File: src/hw/rtl/pmle_pkg.sv
// Match-list engine package: status and function codes, flag bits, and the
// structs shared by the slot cells and the top level. No dependencies.
`timescale 1ns / 1ps
`default_nettype none
package pmle_pkg;

    localparam int ENTRY_COUNT_DEF  = 64;
    localparam int PORTAL_COUNT_DEF = 16;
    // widest slot index over the allowed entry counts (up to 1024)
    localparam int IDXW = 10;

    localparam logic [1:0] FN_APPEND = 2'd0;
    localparam logic [1:0] FN_UNLINK = 2'd1;
    localparam logic [1:0] FN_PUT    = 2'd2;
    localparam logic [1:0] FN_GET    = 2'd3;

    localparam logic [2:0] ST_APPENDED = 3'd0;
    localparam logic [2:0] ST_UNLINKED = 3'd1;
    localparam logic [2:0] ST_SLOT_ERR = 3'd2;
    localparam logic [2:0] ST_DROPPED  = 3'd3;
    localparam logic [2:0] ST_NO_MATCH = 3'd4;
    localparam logic [2:0] ST_MATCHED  = 3'd5;

    localparam int FL_NO_TRUNC = 0;
    localparam int FL_MANAGE   = 1;
    localparam int FL_ONCE     = 2;
    localparam int FL_NO_UEVT  = 3;

    localparam logic [31:0] ALL32 = 32'hFFFF_FFFF;

    // one captured input item
    typedef struct packed {
        logic [1:0]  func;
        logic [3:0]  portal;
        logic        lsel;
        logic [5:0]  handle;
        logic [63:0] mb;
        logic [63:0] ign;
        logic [31:0] nid;
        logic [31:0] pid;
        logic [3:0]  flags;
        logic [31:0] len;
        logic [31:0] off;
    } item_t;

    // best candidate of one list so far
    typedef struct packed {
        logic            found;
        logic [IDXW-1:0] idx;
        logic [31:0]     gap;
        logic [3:0]      flags;
        logic [31:0]     length;
        logic [31:0]     free_floor;
        logic [31:0]     loc_off;
    } best_t;

    // search wave handed from cell to cell
    typedef struct packed {
        best_t prio;
        best_t ovf;
    } carry_t;

    // slot write command broadcast to all cells
    typedef struct packed {
        logic            append;
        logic            clear;
        logic            set_off;
        logic [IDXW-1:0] idx;
        logic [31:0]     new_off;
    } wr_t;

endpackage
`default_nettype wire

File: src/hw/rtl/pmle_cell.sv
// One slot of the match table: holds the entry and folds its match result
// into the search wave passed on to the next cell. Uses pmle_pkg.
`timescale 1ns / 1ps
`default_nettype none
module pmle_cell #(
    parameter int IDX = 0
) (
    input  wire logic            clk,
    input  wire logic            rst_n,
    input  wire pmle_pkg::item_t item,
    input  wire logic [32:0]     hend,
    input  wire logic [31:0]     seq,
    input  wire pmle_pkg::wr_t   wr,
    input  wire pmle_pkg::carry_t cin,
    output pmle_pkg::carry_t     cout,
    output logic                 valid
);

    logic        valid_reg;
    logic [63:0] mb_reg;
    logic [63:0] ign_reg;
    logic [31:0] node_reg;
    logic [31:0] proc_reg;
    logic [3:0]  flags_reg;
    logic [31:0] len_reg;
    logic [31:0] free_floor_reg;
    logic [31:0] loc_off_reg;
    logic [3:0]  portal_reg;
    logic        list_reg;
    logic [31:0] age_reg;
    pmle_pkg::carry_t carry_reg;
    pmle_pkg::carry_t carry_next;
    pmle_pkg::best_t  cand;
    logic        me;
    logic        hit;

    assign me = (wr.idx == pmle_pkg::IDXW'(IDX));

    // entry storage
    always_ff @(posedge clk or negedge rst_n)
    begin
        if (!rst_n)
        begin
            valid_reg <= 1'b0;
        end
        else if (me && wr.append)
        begin
            valid_reg <= 1'b1;
        end
        else if (me && wr.clear)
        begin
            valid_reg <= 1'b0;
        end
    end

    always_ff @(posedge clk)
    begin
        if (me && wr.append)
        begin
            mb_reg         <= item.mb;
            ign_reg        <= item.ign;
            node_reg       <= item.nid;
            proc_reg       <= item.pid;
            flags_reg      <= item.flags;
            len_reg        <= item.len;
            free_floor_reg <= item.off;
            loc_off_reg    <= 32'd0;
            portal_reg     <= item.portal;
            list_reg       <= item.lsel;
            age_reg        <= seq;
        end
        else if (me && wr.set_off)
        begin
            loc_off_reg <= wr.new_off;
        end
    end

    // match test against the header
    always_comb
    begin
        hit = valid_reg && (portal_reg == item.portal)
            && (((item.mb ^ mb_reg) & ~ign_reg) == 64'd0)
            && !(flags_reg[pmle_pkg::FL_NO_TRUNC] && (hend > {1'b0, len_reg}))
            && ((node_reg == pmle_pkg::ALL32) || (node_reg == item.nid))
            && ((proc_reg == pmle_pkg::ALL32) || (proc_reg == item.pid));
        cand.found      = 1'b1;
        cand.idx        = pmle_pkg::IDXW'(IDX);
        cand.gap        = seq - age_reg;
        cand.flags      = flags_reg;
        cand.length     = len_reg;
        cand.free_floor = free_floor_reg;
        cand.loc_off    = loc_off_reg;
        carry_next = cin;
        // older entry (greater distance) wins
        if (hit && !list_reg && (!cin.prio.found || cand.gap > cin.prio.gap))
        begin
            carry_next.prio = cand;
        end
        if (hit && list_reg && (!cin.ovf.found || cand.gap > cin.ovf.gap))
        begin
            carry_next.ovf = cand;
        end
    end

    always_ff @(posedge clk or negedge rst_n)
    begin
        if (!rst_n)
        begin
            carry_reg <= '0;
        end
        else
        begin
            carry_reg <= carry_next;
        end
    end

    assign cout  = carry_reg;
    assign valid = valid_reg;

endmodule
`default_nettype wire

File: config.mk
export PLATFORM = sky130hd
export DESIGN_NAME = pmle_cell
export DESIGN_NICKNAME = d
export VERILOG_FILES = /design/src/hw/rtl/pmle_pkg.sv /design/src/hw/rtl/pmle_cell.sv
export SDC_FILE = /design/constraint.sdc
export NUM_CORES = 1
export LEC_CHECK = 0
export BUFFER_PORTS_ARGS = -buffer_cell sky130_fd_sc_hd__buf_4
export CAP_MARGIN = 10
export CORE_AREA = 2 2 373 375
export DETAILED_ROUTE_END_ITERATION = 10
export DIE_AREA = 0 0 375 377
export PLACE_DENSITY_LB_ADDON = 0.15
export SLEW_MARGIN = 30
export SYNTH_ARGS = -nofsm -noshare
export SYNTH_HDL_FRONTEND = slang
export SYNTH_SLANG_ARGS = --single-unit
File: constraint.sdc
create_clock -name clk -period 6.2 [get_ports clk]
set_clock_uncertainty 0.05 [all_clocks]
set_input_delay 0.31 -clock clk [delete_from_list [all_inputs] [get_ports clk]]
set_output_delay 0.31 -clock clk [all_outputs]
set_load 0.01 [all_outputs]
==> metrics.txt <==
# TYPE chip_impl_metric gauge
chip_impl_metric{name="die_footprint",unit="sq um"} 141000
chip_impl_metric{name="synth_cell_type_count",unit=""} 59
chip_impl_metric{name="grt_antenna_before_repair",unit=""} 23
chip_impl_metric{name="final_layout_size_suffix_gt1_share",unit="%"} 36.3
chip_impl_info{name="timing.rr.start",value="age_reg[0]"} 1
chip_impl_metric{name="route.vias.total",unit=""} 21400
chip_impl_metric{name="crit_path_max_incr_delay",unit="ns"} 0.38
chip_impl_info{name="crit_chain",value="ha_1, inv_1, fa_1, a21oi_1, o21ai_1, a2111oi_4, buf_4, o31ai_1, a31oi_1, buf_4, o21bai_1, a31oi_1, xor2_1, inv_1, ha_1, and4_1, nand4_1, nor3_2, a21oi_1, a221oi_4, buf_12, buf_12, mux2_1"} 1
chip_impl_metric{name="period_share",unit="%"} 91.6
chip_impl_metric{name="cp_num_buf_inv",unit=""} 6
chip_impl_metric{name="multi_input_area",unit="sq um"} 8900
chip_impl_metric{name="report.final.setup_viol",unit=""} 0
chip_impl_metric{name="via_per_inst",unit=""} 3.91
chip_impl_metric{name="clk_pin_slew",unit="ns"} 0.05
chip_impl_metric{name="grt_start_max_net_pins",unit=""} 120
chip_impl_metric{name="async_flop_share",unit="%"} 46.6
chip_impl_metric{name="detailedRoute.firstIterationViolations",unit=""} 870
chip_impl_metric{name="power.density",unit="nW/um^2"} 233
chip_impl_metric{name="power.static_leakage",unit="uW"} 0.0191
chip_impl_metric{name="design.portCount",unit=""} 958
chip_impl_metric{name="synth_edf_count",unit=""} 297
chip_impl_metric{name="fin_ws",unit="ns"} 0.522
chip_impl_metric{name="postCtsSetupBuffers",unit=""} 0
chip_impl_info{name="rsz_0062_raised_after_global_routing",value="false"} 1
chip_impl_metric{name="postSynthAreaPerCell",unit="sq um"} 13.8
chip_impl_info{name="r2r_end",value="cout[109]"} 1
chip_impl_info{name="hold_end",value="cout[107]"} 1
chip_impl_info{name="worst_setup_path_end_kind",value="flip-flop"} 1
chip_impl_metric{name="place_inst",unit=""} 4687
chip_impl_metric{name="timing.critical_path.fanout_max",unit=""} 27
chip_impl_metric{name="grt.overflow.total",unit=""} 0
chip_impl_metric{name="placeableCoreArea",unit="sq um"} 137000
chip_impl_metric{name="clock.fmax",unit="MHz"} 176
chip_impl_info{name="timing.hold.worst.start",value="cin[107]"} 1
chip_impl_metric{name="start_util",unit="%"} 19.3
chip_impl_metric{name="post-route-drc-count",unit=""} 0
chip_impl_metric{name="number_of_standard_cell_rows_in_the_floorplan",unit=""} 136
chip_impl_metric{name="max_slew_margin",unit="%"} 39.1
chip_impl_info{name="timing_worst_setup_path_type",value="reg2reg"} 1
chip_impl_metric{name="layout.nets",unit=""} 4392
chip_impl_metric{name="cap_violations",unit=""} 0
chip_impl_metric{name="detail_route.wirelength",unit="mm"} 118
chip_impl_metric{name="yosysSeqAreaShare",unit="%"} 63.3
chip_impl_metric{name="cts_inserted_buffers",unit=""} 81
chip_impl_metric{name="cts_max_level",unit=""} 3
chip_impl_metric{name="flip_flop_and_latch_count_after_synthesis",unit=""} 616
chip_impl_metric{name="largest_register_ff_count",unit=""} 286
chip_impl_metric{name="drt_pass1_iterations",unit=""} 5
chip_impl_metric{name="hold_viol_final",unit=""} 0
chip_impl_info{name="cpLargestDelayFamily",value="compound AO/OA/AOI/OAI gates"} 1
chip_impl_info{name="hp-class",value="in2reg"} 1
chip_impl_metric{name="maxSlewViolCount",unit=""} 0
chip_impl_metric{name="synthesis.yosys.warnings",unit=""} 0
chip_impl_info{name="run_status",value="complete, no violations"} 1
chip_impl_metric{name="worstMarginPinSlew",unit="ns"} 0.907
chip_impl_metric{name="holdPathStages",unit=""} 3
chip_impl_metric{name="worst_ir_drop_vdd",unit="V"} 0.000190
chip_impl_metric{name="cts.path.max_buffers",unit=""} 3
chip_impl_metric{name="synthesis.instances",unit=""} 1910
chip_impl_metric{name="grt_pass1_vias",unit=""} 23500
chip_impl_metric{name="die_h",unit="um"} 377
chip_impl_metric{name="cp_arrival",unit="ns"} 6.17
chip_impl_info{name="critPathSlowestCell",value="sky130_fd_sc_hd__o21ai_1"} 1
chip_impl_info{name="cts.root.buffer_cell",value="sky130_fd_sc_hd__clkbuf_16"} 1
chip_impl_metric{name="grt_pass1_wl",unit="mm"} 166
chip_impl_metric{name="grt_use_total",unit="%"} 16.2
chip_impl_metric{name="synth.net_count",unit=""} 2709
chip_impl_metric{name="die_w",unit="um"} 375
chip_impl_metric{name="required",unit="ns"} 6.69
chip_impl_metric{name="period_minus_slack",unit="ns"} 5.68
chip_impl_metric{name="dpl.hpwl",unit="mm"} 91.6
chip_impl_metric{name="place_worst_setup_slack",unit="ns"} -0.108
chip_impl_metric{name="seqCellArea",unit="sq um"} 16700
chip_impl_metric{name="insertion_delay",unit="ns"} 0.68
chip_impl_metric{name="setup.reg_to_reg.worst_slack",unit="ns"} 0.52
chip_impl_metric{name="netlist_area",unit="sq um"} 26400
chip_impl_info{name="cts_tree",value="done"} 1
chip_impl_metric{name="flow.area_growth_from_synthesis",unit="%"} 70.9
chip_impl_info{name="synth-main-ff-cell",value="sky130_fd_sc_hd__edfxtp_1"} 1
chip_impl_metric{name="final_cells",unit=""} 5465
chip_impl_metric{name="portBuffers",unit=""} 949
chip_impl_metric{name="gp_congestion",unit=""} 0.802
chip_impl_metric{name="ff2ff_path_depth",unit=""} 23
chip_impl_metric{name="n_fill_cell",unit=""} 13900
chip_impl_info{name="critPathLaunchType",value="flip-flop"} 1
chip_impl_metric{name="wire_per_inst",unit="um"} 21.5
chip_impl_metric{name="ant_nets",unit=""} 0
chip_impl_metric{name="tritoncts_num_sinks",unit=""} 616
==> synthesized netlist by cell type (all sizes together) (4+ instances only) <==
cell | count | area, sq um
edfxtp | 297 | 8920
dfrtp | 287 | 7180
mux2 | 213 | 2400
inv | 165 | 619
ha | 127 | 1590
xnor2 | 114 | 998
nand2 | 102 | 383
a21oi | 82 | 410
nand4 | 45 | 282
xor2 | 44 | 385
mux2i | 41 | 410
o21ai | 41 | 205
dfxtp | 32 | 641
o22ai | 31 | 194
buf | 30 | 170
nor2 | 30 | 113
nor2b | 29 | 181
nand3 | 25 | 125
nor4 | 25 | 156
a21o | 21 | 158
clkbuf | 17 | 63.8
a211oi | 11 | 82.6
nor3 | 9 | 45.0
and2 | 7 | 43.8
and3 | 7 | 43.8
o211ai | 7 | 52.6
nand2b | 6 | 37.5
a221o | 5 | 50.1
o2111ai | 5 | 43.8
o21a | 5 | 37.5
and4 | 4 | 35.0
nand4b | 4 | 35.0
o21bai | 4 | 30.0
==> cells in the final DEF, fill, tap and decap left out, types with 5 or more instances in the layout <==
cell                            synthesis  layout
sky130_fd_sc_hd__edfxtp_1             297     297
sky130_fd_sc_hd__buf_12                 0      13
sky130_fd_sc_hd__mux2i_1               41      41
sky130_fd_sc_hd__a221o_1                5       5
sky130_fd_sc_hd__o21a_1                 5       5
sky130_fd_sc_hd__o211ai_1               7       7
sky130_fd_sc_hd__nor2_1                30      29
sky130_fd_sc_hd__clkinv_2               0      13
sky130_fd_sc_hd__dfxtp_1               32      32
sky130_fd_sc_hd__nand4_1               45      45
sky130_fd_sc_hd__nor4_1                25      24
sky130_fd_sc_hd__diode_2                0      12
sky130_fd_sc_hd__nor2b_1               29      29
sky130_fd_sc_hd__clkbuf_8               0       9
sky130_fd_sc_hd__mux2_2               167     167
sky130_fd_sc_hd__nor3_1                 9       8
sky130_fd_sc_hd__clkinv_1               0       5
sky130_fd_sc_hd__a21o_1                21      21
sky130_fd_sc_hd__ha_1                 127     127
sky130_fd_sc_hd__dlygate4sd3_1          0     617
sky130_fd_sc_hd__dfrtp_1              287     287
sky130_fd_sc_hd__and2_1                 7       5
sky130_fd_sc_hd__o21ai_0               41      40
sky130_fd_sc_hd__xor2_1                44      44
sky130_fd_sc_hd__a21oi_1               82      82
sky130_fd_sc_hd__clkbuf_16              0      82
sky130_fd_sc_hd__xnor2_1              114     114
sky130_fd_sc_hd__clkbuf_1              17      25
sky130_fd_sc_hd__mux2_1                46      46
sky130_fd_sc_hd__inv_1                165     165
sky130_fd_sc_hd__a211oi_1              11      11
sky130_fd_sc_hd__o22ai_1               31      31
sky130_fd_sc_hd__and3_1                 7       7
sky130_fd_sc_hd__buf_4                  8    1016
sky130_fd_sc_hd__nand2b_1               6       6
sky130_fd_sc_hd__nand2_1              102     101
sky130_fd_sc_hd__o2111ai_1              5       5
sky130_fd_sc_hd__nand3_1               25      25
==> per-stage QoR <==
stage          setup TNS [ns]  util (%)  total power (uW)  hold WS, ns  cell area [sq um]
6_report                    0      33.0             10500       0.0693              45200
2_1_floorplan               0         -              4880      -0.0356              26400
4_1_cts                     0      33.0             10700      0.00361              45100
3_5_place_dp            -5.66      26.6              5660        0.351              36400
5_1_grt                     0      33.0             11000       0.0571              45200
3_3_place_gp                0      26.6              5660        0.355              36400
==> tightest hold or removal path: stages <==
cell and delay, ns:
sky130_fd_sc_hd__buf_4 0.08, sky130_fd_sc_hd__inv_1 0.16, sky130_fd_sc_hd__mux2i_1 0.18
==> report_power, final <==
part / switching [uW] / leakage, uW / internal, uW / total [uW]
combinational: 631 / 0.0116 / 865 / 1500
clock: 1990 / 0.00125 / 2620 / 4610
sequential: 35.6 / 0.00627 / 4390 / 4420
total: 2650 / 0.0191 / 7870 / 10500
==> logic make-up after synthesis <==
logic type      after synthesis  synth area share (%)
compound gates              239                  5.64
xor+xnor                    158                  5.23
fa+ha+maj                   128                  6.09
buf+inv                     212                  3.23
flops                       616                  63.3
mux                         254                  10.6
simple gates                303                  5.87
==> routing by layer <==
metal  up-vias  part of all wire, %  GRT usage (%)  wire [um]
met5         -                0.022              0         26
met3       152                  6.6           4.29       7700
met1     10200                   40           19.1      47600
met4         4                  2.8           5.46       3280
met2       703                   50           28.3      59000
li1      10300                    -              -          -
==> timing repair <==
action / CTS / global route
hold buffers: 617 / 0
pin swaps: 0 / 0
hold endpoints to repair: 700 / 0
setup endpoints to repair: 2 / 270
resized for setup: 1 / 7
==> layout make-up <==
class	count	area share, %
Multi-Input combinational cell	1082	19.7
Tap cell	1794	4.97
Sequential cell	616	37.0
Clock buffer	116	5.02
Antenna cell	12	0.0664
Inverter	165	1.37
Clock inverter	33	0.689
Timing Repair Buffer	1647	31.2
==> how the worst max path moves through the flow <==
stage,from,to,slack [ns],depth (start not counted)
floorplan,wr[37],age_reg[0],0.18,5
global placement,seq[0],cout[167],0.06,28
detailed placement,seq[0],cout[66],-0.11,25
CTS,seq[0],cout[124],0.1,27
global route,age_reg[0],cout[124],0.001,24
finish,age_reg[0],cout[109],0.52,23
Power figures use the tool's default switching activity.
